$ cat src/rtl/stepper_pulse_ramp_generator_assert.svh
// Assertion macros shared by the stepper pulse ramp generator RTL.
`ifndef STEPPER_PULSE_RAMP_GENERATOR_ASSERT_SVH
`define STEPPER_PULSE_RAMP_GENERATOR_ASSERT_SVH

// Same-cycle implication, clocked on clk_i and disabled during reset.
`define SPR_ASSERT_NOW(lbl, ante, cons, msg) \
  lbl: assert property (@(posedge clk_i) disable iff (!rst_ni) (ante) |-> (cons)) \
    else $error(msg);

// Next-cycle implication, clocked on clk_i and disabled during reset.
`define SPR_ASSERT_NEXT(lbl, ante, cons, msg) \
  lbl: assert property (@(posedge clk_i) disable iff (!rst_ni) (ante) |=> (cons)) \
    else $error(msg);

`endif

$ cat src/rtl/spr_pkg.sv
// Package for the stepper pulse ramp generator: types, codes and constants.
package spr_pkg;

  // Field widths
  localparam int unsigned PERIOD_W = 16;
  localparam int unsigned EDGE_W   = 25;
  localparam int unsigned TICK_W   = 17;
  localparam int unsigned STEPS_W  = 24;
  localparam int unsigned PHASE_W  = 3;

  // Configuration port
  localparam int unsigned APB_DATA_W = 32;
  localparam int unsigned APB_ADDR_W = 5;

  // Ramp cadence: fine acceleration and deceleration edge spacing
  localparam int unsigned FINE_ACCEL_EVERY = 100;
  localparam int unsigned DECEL_EVERY      = 50;
  localparam int unsigned MOD100_W = $clog2(FINE_ACCEL_EVERY);
  localparam int unsigned MOD50_W  = $clog2(DECEL_EVERY);

  // Register reset values
  localparam logic [PERIOD_W-1:0] START_PERIOD_RST   = 16'd400;
  localparam logic [PERIOD_W-1:0] FAST_PERIOD_RST    = 16'd100;
  localparam logic [PERIOD_W-1:0] COARSE_LIMIT_RST   = 16'd200;
  localparam logic [EDGE_W-1:0]   HOLD_EDGES_RST     = 25'd1000;
  localparam logic [EDGE_W-1:0]   SLOWDOWN_EDGES_RST = 25'd50000;

  // Request kinds
  typedef enum logic {
    CMD_TICK  = 1'b0,
    CMD_START = 1'b1
  } spr_cmd_e;

  // Ramp phases
  typedef enum logic [PHASE_W-1:0] {
    PH_HOLD  = 3'd0,
    PH_ACCEL = 3'd1,
    PH_FAST  = 3'd2,
    PH_DECEL = 3'd3,
    PH_SLOW  = 3'd4
  } spr_phase_e;

  // Register indexes on the configuration port
  typedef enum logic [2:0] {
    REG_START_PERIOD   = 3'd0,
    REG_FAST_PERIOD    = 3'd1,
    REG_COARSE_LIMIT   = 3'd2,
    REG_HOLD_EDGES     = 3'd3,
    REG_SLOWDOWN_EDGES = 3'd4
  } spr_reg_e;

  typedef struct packed {
    logic [PERIOD_W-1:0] start_period;
    logic [PERIOD_W-1:0] fast_period;
    logic [PERIOD_W-1:0] coarse_limit;
    logic [EDGE_W-1:0]   hold_edges;
    logic [EDGE_W-1:0]   slowdown_edges;
  } spr_cfg_t;

  typedef struct packed {
    logic                pulse_level;
    logic                busy_res;
    logic                move_done;
    logic [PHASE_W-1:0]  phase;
    logic [PERIOD_W-1:0] current_period;
  } spr_res_t;

endpackage

$ cat src/rtl/spr_cfg_regs.sv
// APB configuration register file for the stepper pulse ramp generator.
module spr_cfg_regs
  import spr_pkg::*;
(
  input  logic                  clk_i,
  input  logic                  rst_ni,
  input  logic                  psel,
  input  logic                  penable,
  input  logic                  pwrite,
  input  logic [APB_ADDR_W-1:0] paddr,
  input  logic [APB_DATA_W-1:0] pwdata,
  output logic [APB_DATA_W-1:0] prdata,
  output logic                  pready,
  output spr_cfg_t              cfg_o
);

  spr_cfg_t cfg_q, cfg_d;
  spr_reg_e reg_idx;
  logic     wr_en;

  assign pready  = 1'b1;
  assign wr_en   = psel & penable & pwrite & pready;
  assign reg_idx = spr_reg_e'(paddr[4:2]);

  // Write decode; unknown indexes are dropped
  always_comb begin
    cfg_d = cfg_q;
    if (wr_en) begin
      unique case (reg_idx)
        REG_START_PERIOD:   cfg_d.start_period   = pwdata[PERIOD_W-1:0];
        REG_FAST_PERIOD:    cfg_d.fast_period    = pwdata[PERIOD_W-1:0];
        REG_COARSE_LIMIT:   cfg_d.coarse_limit   = pwdata[PERIOD_W-1:0];
        REG_HOLD_EDGES:     cfg_d.hold_edges     = pwdata[EDGE_W-1:0];
        REG_SLOWDOWN_EDGES: cfg_d.slowdown_edges = pwdata[EDGE_W-1:0];
        default:            cfg_d = cfg_q;
      endcase
    end
  end

  // Read mux
  always_comb begin
    unique case (reg_idx)
      REG_START_PERIOD:   prdata = {{(APB_DATA_W-PERIOD_W){1'b0}}, cfg_q.start_period};
      REG_FAST_PERIOD:    prdata = {{(APB_DATA_W-PERIOD_W){1'b0}}, cfg_q.fast_period};
      REG_COARSE_LIMIT:   prdata = {{(APB_DATA_W-PERIOD_W){1'b0}}, cfg_q.coarse_limit};
      REG_HOLD_EDGES:     prdata = {{(APB_DATA_W-EDGE_W){1'b0}}, cfg_q.hold_edges};
      REG_SLOWDOWN_EDGES: prdata = {{(APB_DATA_W-EDGE_W){1'b0}}, cfg_q.slowdown_edges};
      default:            prdata = '0;
    endcase
  end

  always_ff @(posedge clk_i or negedge rst_ni) begin
    if (!rst_ni) begin
      cfg_q.start_period   <= START_PERIOD_RST;
      cfg_q.fast_period    <= FAST_PERIOD_RST;
      cfg_q.coarse_limit   <= COARSE_LIMIT_RST;
      cfg_q.hold_edges     <= HOLD_EDGES_RST;
      cfg_q.slowdown_edges <= SLOWDOWN_EDGES_RST;
    end else begin
      cfg_q <= cfg_d;
    end
  end

  assign cfg_o = cfg_q;

endmodule

$ cat src/rtl/spr_core.sv
// Move state, tick counter, edge counter and ramp phase logic.
`include "stepper_pulse_ramp_generator_assert.svh"

module spr_core
  import spr_pkg::*;
(
  input  logic               clk_i,
  input  logic               rst_ni,
  input  spr_cfg_t           cfg_i,
  input  logic               step_en_i,
  input  spr_cmd_e           cmd_i,
  input  logic [STEPS_W-1:0] steps_i,
  output spr_res_t           res_o
);

  logic [EDGE_W-1:0]   edge_cnt_q, edge_cnt_d;
  logic [EDGE_W-1:0]   target_q, target_d;
  logic [TICK_W-1:0]   tick_q, tick_d;
  logic [PERIOD_W-1:0] period_q, period_d;
  spr_phase_e          phase_q, phase_d;
  logic                running_q, running_d;
  logic                pulse_q, pulse_d;
  // Edge count residues, kept alongside the counter to avoid a divider
  logic [MOD100_W-1:0] m100_q, m100_d;
  logic [MOD50_W-1:0]  m50_q, m50_d;

  logic [EDGE_W-1:0]   edge_inc;
  logic [MOD100_W-1:0] m100_inc;
  logic [MOD50_W-1:0]  m50_inc;
  logic [PERIOD_W-1:0] ramp_period;
  spr_phase_e          ramp_phase;
  logic [PERIOD_W-1:0] p_acc, p_dec;
  logic                dec_en, inc_en, done;

  assign edge_inc = edge_cnt_q + 1'b1;
  assign m100_inc = (m100_q == MOD100_W'(FINE_ACCEL_EVERY - 1)) ? '0 : m100_q + 1'b1;
  assign m50_inc  = (m50_q == MOD50_W'(DECEL_EVERY - 1)) ? '0 : m50_q + 1'b1;

  // Phase step for an even edge, using the incremented edge count
  always_comb begin
    dec_en      = (period_q > cfg_i.coarse_limit) || (m100_inc == '0);
    p_acc       = (dec_en && (period_q != '0)) ? period_q - 1'b1 : period_q;
    inc_en      = (m50_inc == '0) && (period_q != '1);
    p_dec       = inc_en ? period_q + 1'b1 : period_q;
    ramp_period = period_q;
    ramp_phase  = phase_q;
    unique case (phase_q)
      PH_HOLD: begin
        ramp_period = cfg_i.start_period;
        if (edge_inc >= cfg_i.hold_edges) begin
          ramp_phase = PH_ACCEL;
        end
      end
      PH_ACCEL: begin
        ramp_period = p_acc;
        if (p_acc <= cfg_i.fast_period) begin
          ramp_period = cfg_i.fast_period;
          ramp_phase  = PH_FAST;
        end
      end
      PH_DECEL: begin
        ramp_period = p_dec;
        if (p_dec >= cfg_i.start_period) begin
          ramp_period = cfg_i.start_period;
          ramp_phase  = PH_SLOW;
        end
      end
      default: begin
        ramp_period = period_q;
      end
    endcase
    // forced slowdown overrides the phase step
    if (edge_inc > cfg_i.slowdown_edges) begin
      ramp_phase = PH_DECEL;
    end
  end

  // Next state for one request
  always_comb begin
    edge_cnt_d = edge_cnt_q;
    target_d   = target_q;
    tick_d     = tick_q;
    period_d   = period_q;
    phase_d    = phase_q;
    running_d  = running_q;
    pulse_d    = pulse_q;
    m100_d     = m100_q;
    m50_d      = m50_q;
    done       = 1'b0;
    if (step_en_i) begin
      if (cmd_i == CMD_START) begin
        if (!running_q) begin
          target_d   = {steps_i, 1'b0};
          edge_cnt_d = '0;
          tick_d     = '0;
          m100_d     = '0;
          m50_d      = '0;
          period_d   = cfg_i.start_period;
          phase_d    = PH_HOLD;
          pulse_d    = 1'b1;
          running_d  = (steps_i != '0);
        end
      end else if (running_q) begin
        tick_d = tick_q + 1'b1;
        if (tick_q >= {1'b0, period_q}) begin
          tick_d     = '0;
          edge_cnt_d = edge_inc;
          m100_d     = m100_inc;
          m50_d      = m50_inc;
          pulse_d    = edge_inc[0];
          if (!edge_inc[0]) begin
            period_d = ramp_period;
            phase_d  = ramp_phase;
          end
          if (edge_inc >= target_q) begin
            running_d = 1'b0;
            done      = 1'b1;
          end
        end
      end
    end
  end

  always_ff @(posedge clk_i or negedge rst_ni) begin
    if (!rst_ni) begin
      edge_cnt_q <= '0;
      target_q   <= '0;
      tick_q     <= '0;
      period_q   <= START_PERIOD_RST;
      phase_q    <= PH_HOLD;
      running_q  <= 1'b0;
      pulse_q    <= 1'b0;
      m100_q     <= '0;
      m50_q      <= '0;
    end else begin
      edge_cnt_q <= edge_cnt_d;
      target_q   <= target_d;
      tick_q     <= tick_d;
      period_q   <= period_d;
      phase_q    <= phase_d;
      running_q  <= running_d;
      pulse_q    <= pulse_d;
      m100_q     <= m100_d;
      m50_q      <= m50_d;
    end
  end

  // Result reflects the state after this request
  always_comb begin
    res_o.pulse_level    = pulse_d;
    res_o.busy_res       = running_d;
    res_o.move_done      = done;
    res_o.phase          = phase_d;
    res_o.current_period = period_d;
  end

  `SPR_ASSERT_NEXT(a_start_clears,
    step_en_i && (cmd_i == CMD_START) && !running_q,
    (edge_cnt_q == '0) && (tick_q == '0) && (m100_q == '0) && (m50_q == '0) && pulse_q,
    "start did not clear the move counters")
  `SPR_ASSERT_NEXT(a_idle_tick_holds,
    step_en_i && (cmd_i == CMD_TICK) && !running_q,
    $stable(edge_cnt_q) && $stable(period_q) && $stable(phase_q) && $stable(pulse_q),
    "tick while idle changed the move state")
  `SPR_ASSERT_NOW(a_running_below_target,
    running_q,
    edge_cnt_q < target_q,
    "move still running at or past its target edge count")

endmodule

$ cat src/rtl/stepper_pulse_ramp_generator.sv
// Top level of the stepper pulse ramp generator: stream stages and config port.
// Each request is held in the input stage; its result is registered in the output stage.
// Throughput: one request per cycle when not stalled; the core's state update sets this.
// A stalled output holds its result and back-pressures the input one stage deep.
// Reset (rst_ni low, asynchronous) clears both stages, the move state and the
// registers to their defaults; the block accepts requests as soon as reset is released.
`include "stepper_pulse_ramp_generator_assert.svh"

module stepper_pulse_ramp_generator
  import spr_pkg::*;
(
  input  logic                  clk_i,
  input  logic                  rst_ni,
  // request stream
  input  logic                  s_axis_tvalid,
  output logic                  s_axis_tready,
  input  logic [23:0]           s_axis_tdata,  // [23:0] step_count
  input  logic                  s_axis_tuser,  // [0] command
  // result stream
  output logic                  m_axis_tvalid,
  input  logic                  m_axis_tready,
  output logic [23:0]           m_axis_tdata,  // [0] pulse_level, [1] busy_res,
                                               // [4:2] phase, [20:5] current_period
  output logic                  m_axis_tlast,  // move_done
  // configuration
  input  logic                  psel,
  input  logic                  penable,
  input  logic                  pwrite,
  input  logic [APB_ADDR_W-1:0] paddr,
  input  logic [APB_DATA_W-1:0] pwdata,
  output logic [APB_DATA_W-1:0] prdata,
  output logic                  pready
);

  spr_cfg_t           cfg;
  spr_res_t           res;
  logic               in_v_q, in_v_d;
  spr_cmd_e           in_cmd_q;
  logic [STEPS_W-1:0] in_steps_q;
  logic               out_v_q, out_v_d;
  spr_res_t           out_res_q;
  logic               s_acc, adv, step_en;

  spr_cfg_regs u_cfg (
    .clk_i   (clk_i),
    .rst_ni  (rst_ni),
    .psel    (psel),
    .penable (penable),
    .pwrite  (pwrite),
    .paddr   (paddr),
    .pwdata  (pwdata),
    .prdata  (prdata),
    .pready  (pready),
    .cfg_o   (cfg)
  );

  // Stage handshake: the input stage moves on whenever the result slot is free
  assign adv           = !out_v_q || m_axis_tready;
  assign step_en       = in_v_q && adv;
  assign s_axis_tready = !in_v_q || adv;
  assign s_acc         = s_axis_tvalid && s_axis_tready;

  always_comb begin
    in_v_d = in_v_q;
    if (s_acc) begin
      in_v_d = 1'b1;
    end else if (adv) begin
      in_v_d = 1'b0;
    end
    out_v_d = out_v_q;
    if (step_en) begin
      out_v_d = 1'b1;
    end else if (m_axis_tready) begin
      out_v_d = 1'b0;
    end
  end

  always_ff @(posedge clk_i or negedge rst_ni) begin
    if (!rst_ni) begin
      in_v_q  <= 1'b0;
      out_v_q <= 1'b0;
    end else begin
      in_v_q  <= in_v_d;
      out_v_q <= out_v_d;
    end
  end

  // Payload registers
  always_ff @(posedge clk_i) begin
    if (s_acc) begin
      in_cmd_q   <= spr_cmd_e'(s_axis_tuser);
      in_steps_q <= s_axis_tdata[STEPS_W-1:0];
    end
    if (step_en) begin
      out_res_q <= res;
    end
  end

  spr_core u_core (
    .clk_i     (clk_i),
    .rst_ni    (rst_ni),
    .cfg_i     (cfg),
    .step_en_i (step_en),
    .cmd_i     (in_cmd_q),
    .steps_i   (in_steps_q),
    .res_o     (res)
  );

  // Result packing
  assign m_axis_tvalid = out_v_q;
  assign m_axis_tlast  = out_res_q.move_done;
  assign m_axis_tdata  = {3'b000, out_res_q.current_period, out_res_q.phase,
                          out_res_q.busy_res, out_res_q.pulse_level};

  `SPR_ASSERT_NOW(a_done_not_busy,
    m_axis_tvalid && m_axis_tlast,
    !m_axis_tdata[1],
    "move_done reported while still busy")

endmodule
$ cat config.mk
export PLATFORM = sky130hd
export DESIGN_NAME = stepper_pulse_ramp_generator
export DESIGN_NICKNAME = d
export VERILOG_FILES = /design/src/rtl/spr_pkg.sv /design/src/rtl/spr_cfg_regs.sv /design/src/rtl/spr_core.sv /design/src/rtl/stepper_pulse_ramp_generator.sv
export VERILOG_INCLUDE_DIRS = /design/src /design/src/rtl
export SDC_FILE = /design/constraint.sdc
export NUM_CORES = 1
export LEC_CHECK = 0
export ABC_CLOCK_PERIOD_IN_PS = 4550
export BUFFER_PORTS_ARGS = -buffer_cell sky130_fd_sc_hd__buf_4
export CAP_MARGIN = 20
export CORE_MARGIN = 3
export CORE_UTILIZATION = 30
export DETAILED_ROUTE_END_ITERATION = 6
export GPL_ROUTABILITY_DRIVEN = 0
export PLACE_DENSITY = 0.47
export SLEW_MARGIN = 15
export SYNTH_ARGS = -nofsm -noshare
export SYNTH_HDL_FRONTEND = slang
export SYNTH_SLANG_ARGS = --single-unit
$ cat constraint.sdc
create_clock -name clk_i -period 4.55 [get_ports clk_i]
set_clock_uncertainty 0.1 [all_clocks]
set_input_delay 0.2275 -clock clk_i [delete_from_list [all_inputs] [get_ports clk_i]]
set_output_delay 0.2275 -clock clk_i [all_outputs]
set_load 0.005 [all_outputs]
---- Yosys cells after proc, flatten, opt, wreduce, memory -nomap -nowiden ----
Index checks and enable logic that the tools add are counted.
storage, ports and cells
  flip-flop bits (word level) ............. 247
  bits in latches ......................... 0
  memory bits (writable) .................. 0
  ROM bits ................................ 0
  memories ................................ 0
operators by class
  add/sub/neg operators ................... 6
  $mul .................................... 0
  div/mod/pow operators ................... 0
  magnitude comparators ................... 7
  equal/unequal tests ..................... 10
  shift operators ......................... 0
  multiplexer cells ....................... 57
  bitwise operators ....................... 4
  reductions and logical operators ........ 28
operator list
  kind                   count
  $mux 16                10
  $pmux 25 s5            1
  $mux 25                4
  $mux 17                4
  $ge 25x25->1           2
  $pmux 16 s3            1
  $mux 7                 5
  $mux 3                 10
  $mux 6                 5
  $add 25x1->25 const B  1
  $gt 25x25->1           1
  $reduce_bool 24->1     1
  $add 17x1->17 const B  1
  $ge 17x16->1           1
  $add 16x1->16 const B  1
  $ge 16x16->1           1
  $gt 16x16->1           1
  $le 16x16->1           1
  $mux 1                 16
  $ne 16x16->1 const B   1
  $reduce_bool 16->1     1
  $sub 16x1->16 const B  1
  $reduce_and 2->1       5
  $eq 3x2->1 const B     3
  other kinds (20)       34

---- Longest topological paths before layout ----
  depth in word-level cells ............... 15
  depth in mapped cells ................... 21
  mapped depth without buffers ............ 18

---- Cells and area by module ----
Synthesis repeated with hierarchy kept, for this count alone.
second synthesis, totals
  cells, all modules ...................... 1637
  area, all modules ....................... 16158.0 µm²
by module, submodules not included
  module                        instances  cells an instance  area an instance (µm²)  seq. area each (µm²)
  spr_core                      1          1267               9982.1                  2506.2
  spr_cfg_regs                  1          311                4634.4                  2478.6
  stepper_pulse_ramp_generator  1          59                 1541.5                  1461.4

---- Worst setup path before layout ----
Ideal clock, no wire load.
  kind .................................... reg2reg
  start point ............................. reg u_core.m50_q[0]
  end point ............................... reg out_res_q, in the netlist m_axis_tdata[9] (data pin)
  setup time .............................. 0.213 ns
  data arrival time ....................... 4.347 ns
  data required time ...................... 4.237 ns
  slack ................................... -0.110 ns
  stages on the path, launching flop included .. 19
  period minus slack after synthesis ...... 4.660 ns
  path through ............................ dfrtp_1 ha_1 xnor2_1 nand3_1 o41a_1 buf_2 nor4_2 a31oi_1 a41oi_1 ha_1 and4_1 nand3_1 nor3_1 a211oi_1 clkbuf_1 clkbuf_1 a21oi_1 o211a_1 a222oi_1
RTL lines
  element                   RTL line                            text
  start: declaration        spr_core.sv:25                      logic [MOD50_W-1:0] m50_q, m50_d;
  start signal: assignment  spr_core.sv:144                     m50_q <= m50_d;
  end signal: assignment    stepper_pulse_ramp_generator.sv:95  out_res_q <= res;
  end: declaration          stepper_pulse_ramp_generator.sv:41  spr_res_t out_res_q;

==> results.py <==
metrics = {
    "sta": {
        "rsz0062_at_grt": "true",
        "final_hold_viol_count": 0,
        "max_freq_mhz": 211,
        "tightest_slew_ns": 1.02,
        "finalMaxSlewViolations": 0,
        "holdWs_ns": 0.181,
        "fin_crit_sh": 1.04,
        "setup_ws_ns": -0.189,
        "slew_headroom": 0.321,
        "setup_viol": 29,
        "fin_setup_tns_ns": -2.64,
        "min_period_ns": 4.74,
    },
    "clock_tree": {
        "clk_pin_slew_ns": 0.06,
        "clk_root_buffer_cell": "clkbuf_16",
        "h-tree-depth": 2,
        "clk_path_buf_depth": 3,
        "cts_tree": "yes",
        "numClockSinks": 247,
        "cts_inserted_buffers": 34,
        "clk_latency_ns": 0.56,
    },
    "finish": {
        "utilization": 0.409,
        "fill_cells": 5146,
        "antennaDiodeCount": 0,
        "fin_nets": 2265,
        "fin_area_sq_um": 21300,
        "syn_to_final_growth_pct": 33.4,
        "drive_above_1_share": 0.258,
    },
    "worst_hold_path": {
        "min_path_type": "in2async",
    },
    "power": {
        "irDropWorstVdd_uv": 207,
        "p_int_mw": 5.04,
        "pwr-share-comb": 0.248,
        "seqPwrFrac": 0.376,
        "p_clk_frac": 0.376,
        "p_sw_frac": 0.316,
        "p_sw_mw": 2.33,
        "total_power_mw": 7.38,
        "power_density_nw_per_um2": 346,
        "p_leak_nw": 9.69,
    },
    "drt": {
        "via_per_inst": 5.32,
        "ant_nets": 0,
        "vias": 14700,
        "drc_errors": 0,
        "routed_wl_mm": 58.2,
        "first_pass_iters": 6,
        "wl_per_cell_microns": 21.1,
        "drtIter0Drc": 1202,
    },
    "floorplan": {
        "die_height_microns": 237,
        "die-area_sq_um": 56000,
        "start_util": 0.307,
        "rows": 83,
        "die_w_microns": 237,
        "core_area_sq_um": 52000,
        "io_pins": 129,
    },
    "global_route": {
        "first_global_vias": 14200,
        "grt_usage": 0.203,
        "top_usage_layer": "met2",
        "grt_first_pass_wirelength_mm": 88.3,
        "grt_max_degree": 88,
        "met1_usage": 0.286,
        "gr-usage-met3": 0.0419,
        "grt-ovfl-total": 0,
        "antenna_found_initial": 2,
        "use_met2": 0.305,
    },
    "place": {
        "place_area_sq_um": 18500,
        "port_buffers": 108,
        "dp_hpwl_mm": 43.5,
    },
    "synth": {
        "yosysWarnings": 0,
        "synth-main-ff-cell": "dfrtp_1",
        "async_flop_share": 0.810,
        "synth_cell_types": 84,
        "ys_ff_latch": 247,
        "synth_area_leaders": "dfrtp_1 28%, ha_1 12%, edfxtp_1 8.8%",
        "yosysSeqAreaShare": 0.404,
        "synth-edff-count": 47,
        "avgSynthCellArea_sq_um": 9.08,
        "yosysTopAreaCellShare": 0.276,
        "postSynthCellCount": 1759,
        "synth_largest_area_cell": "dfrtp_1",
        "netlist_area_sq_um": 16000,
    },
    "critical_path": {
        "critPathArrivalTime_ns": 4.96,
        "crit_fanout": 7,
        "required_ns": 4.77,
        "path_class": "reg2reg",
        "critPathLaunchType": "flop",
        "r2r_cells": 18,
        "endpoint_kind": "flop",
    },
    "flow_run": {
        "drv_cap": 0,
    },
    "outcome": {
        "status": "finished with violations",
        "violations": "negative setup slack",
    },
}
-- metal layers --
metal,wire length (microns),vias to the layer above
li1,-,6919
met1,26400,7075
met2,25300,537
met3,4150,131
met4,2350,2
met5,13,-
-- registers in the layout, indices dropped and copies added (netlist names), 3 cells and up --
signal,cells
u_core.m50_q,6
u_cfg.cfg_o,98
u_core.m100_q,7
u_core.tick_q,17
u_core.edge_cnt_q,25
u_core.period_q,16
u_core.target_q,24
u_core.phase_q,3
m_axis_tdata,21
in_steps_q,24
-- synthesized netlist by cell type (4+ instances only) --
library cell,n
nand2_1,210
o21ai_0,198
dfrtp_1,176
ha_1,147
inv_1,146
nor2_1,81
clkbuf_1,68
a21oi_1,64
nand3_1,57
xnor2_1,48
edfxtp_1,47
a22oi_1,37
mux2_2,36
a21o_1,31
nor3_1,30
o22ai_1,29
nand4_1,28
and3_1,27
dfstp_2,24
nor4_1,18
nor2b_1,15
xor2_1,14
a222oi_1,12
buf_2,12
o211ai_1,12
o31ai_1,12
a31oi_1,11
buf_4,11
a22o_1,10
and2_1,9
nand2b_1,9
o21a_1,9
o221a_2,8
and4_1,7
buf_1,6
a211oi_1,5
or3_1,5
a211o_1,4
a41oi_1,4
mux2i_1,4
nor3b_1,4
o2111ai_1,4
o211a_1,4
-- final cells by class --
type                            count  area (sq um)  share of cell area
Timing Repair Buffer              344          2820               0.132
Multi-Input combinational cell   1275          9470               0.444
Clock inverter                     14           161             0.00758
Clock buffer                       48           996              0.0467
Sequential cell                   247          6450               0.303
Tap cell                          680           851              0.0399
Inverter                          147           559              0.0263
-- worst max-delay path, cell delays in order, from the launching register on --
cell       delay (ns)
dfrtp_2          0.45
ha_4             0.29
nand4_1          0.27
nor3_4           0.37
o21ai_4          0.12
a31oi_4          0.24
buf_6            0.18
o2111ai_2        0.14
xnor2_1          0.17
buf_4            0.15
ha_4             0.26
and4_1           0.21
nand2_2          0.07
or3_4            0.42
a21oi_4          0.19
buf_6            0.17
a221o_1          0.20
a211oi_2         0.05
a222oi_1         0.44
-- through the flow --
step	instances	worst slack, ns
6_report	2755	-0.189
4_1_cts	2741	-0.0954
3_3_place_gp	2615	-0.633
5_1_grt	2755	-0.344
2_1_floorplan	1768	0.0147
3_5_place_dp	2616	-0.667
-- layout by cell type (no fill, tap or decap), types with 54 or more instances in the layout --
cell           instances
buf_4                267
inv_1                142
a21oi_1               57
nand2_1              206
dlygate4sd3_1         54
nor2_1                73
o21ai_0              187
nand3_1               54
ha_1                 133
dfrtp_1              173
-- path summary, 6_finish.rpt --
kind | startpoint | to | slack, ns
worst min-delay path | rst_ni | u_core.target_q[19]$_DFFE_PN0P_ | 0.18
max in group asynchronous | rst_ni | u_core.tick_q[2]$_DFFE_PN0P_ | 3.07
min in group clk_i | penable | u_cfg.cfg_o[4]$_DFFE_PN1P_ | 0.20
worst max-delay path | u_core.period_q[15]$_DFF_PN0_ | m_axis_tdata[14]$_DFFE_PP_ | -0.19
worst max register to register | u_core.period_q[15]$_DFF_PN0_ | m_axis_tdata[14]$_DFFE_PP_ | -0.19
worst min register to register | in_v_q$_DFFE_PN0P_ | m_axis_tvalid$_DFFE_PN0P_ | 0.39
-- power groups by stage --
stage          combinational (mW)  clock, mW  sequential (mW)
3_5_place_dp                 1.51          0             2.80
4_1_cts                      1.68       2.85             2.77
6_report                     1.83       2.77             2.77
5_1_grt                      2.00       2.93             2.80
3_3_place_gp                 1.49          0             2.80
2_1_floorplan               0.857          0             2.70
-- cells by family after synthesis --
group,after synthesis,synth area share
XOR/XNOR,62,0.0340
buffers and inverters,246,0.0623
AND/OR/NAND/NOR,523,0.159
adder cells (fa/ha/maj),147,0.115
flip-flops,247,0.404
AO/OA/AOI/OAI,492,0.198
multiplexers,40,0.0279
other,2,0.000470
-- repair_timing --
action	CTS	global route
hold endpoints to repair	205	0
gates resized for setup	94	81
endpoints found under the setup margin	38	37
setup buffers	11	17
pin swaps	62	54
hold buffers	54	0
Power figures use the tool's default switching activity.
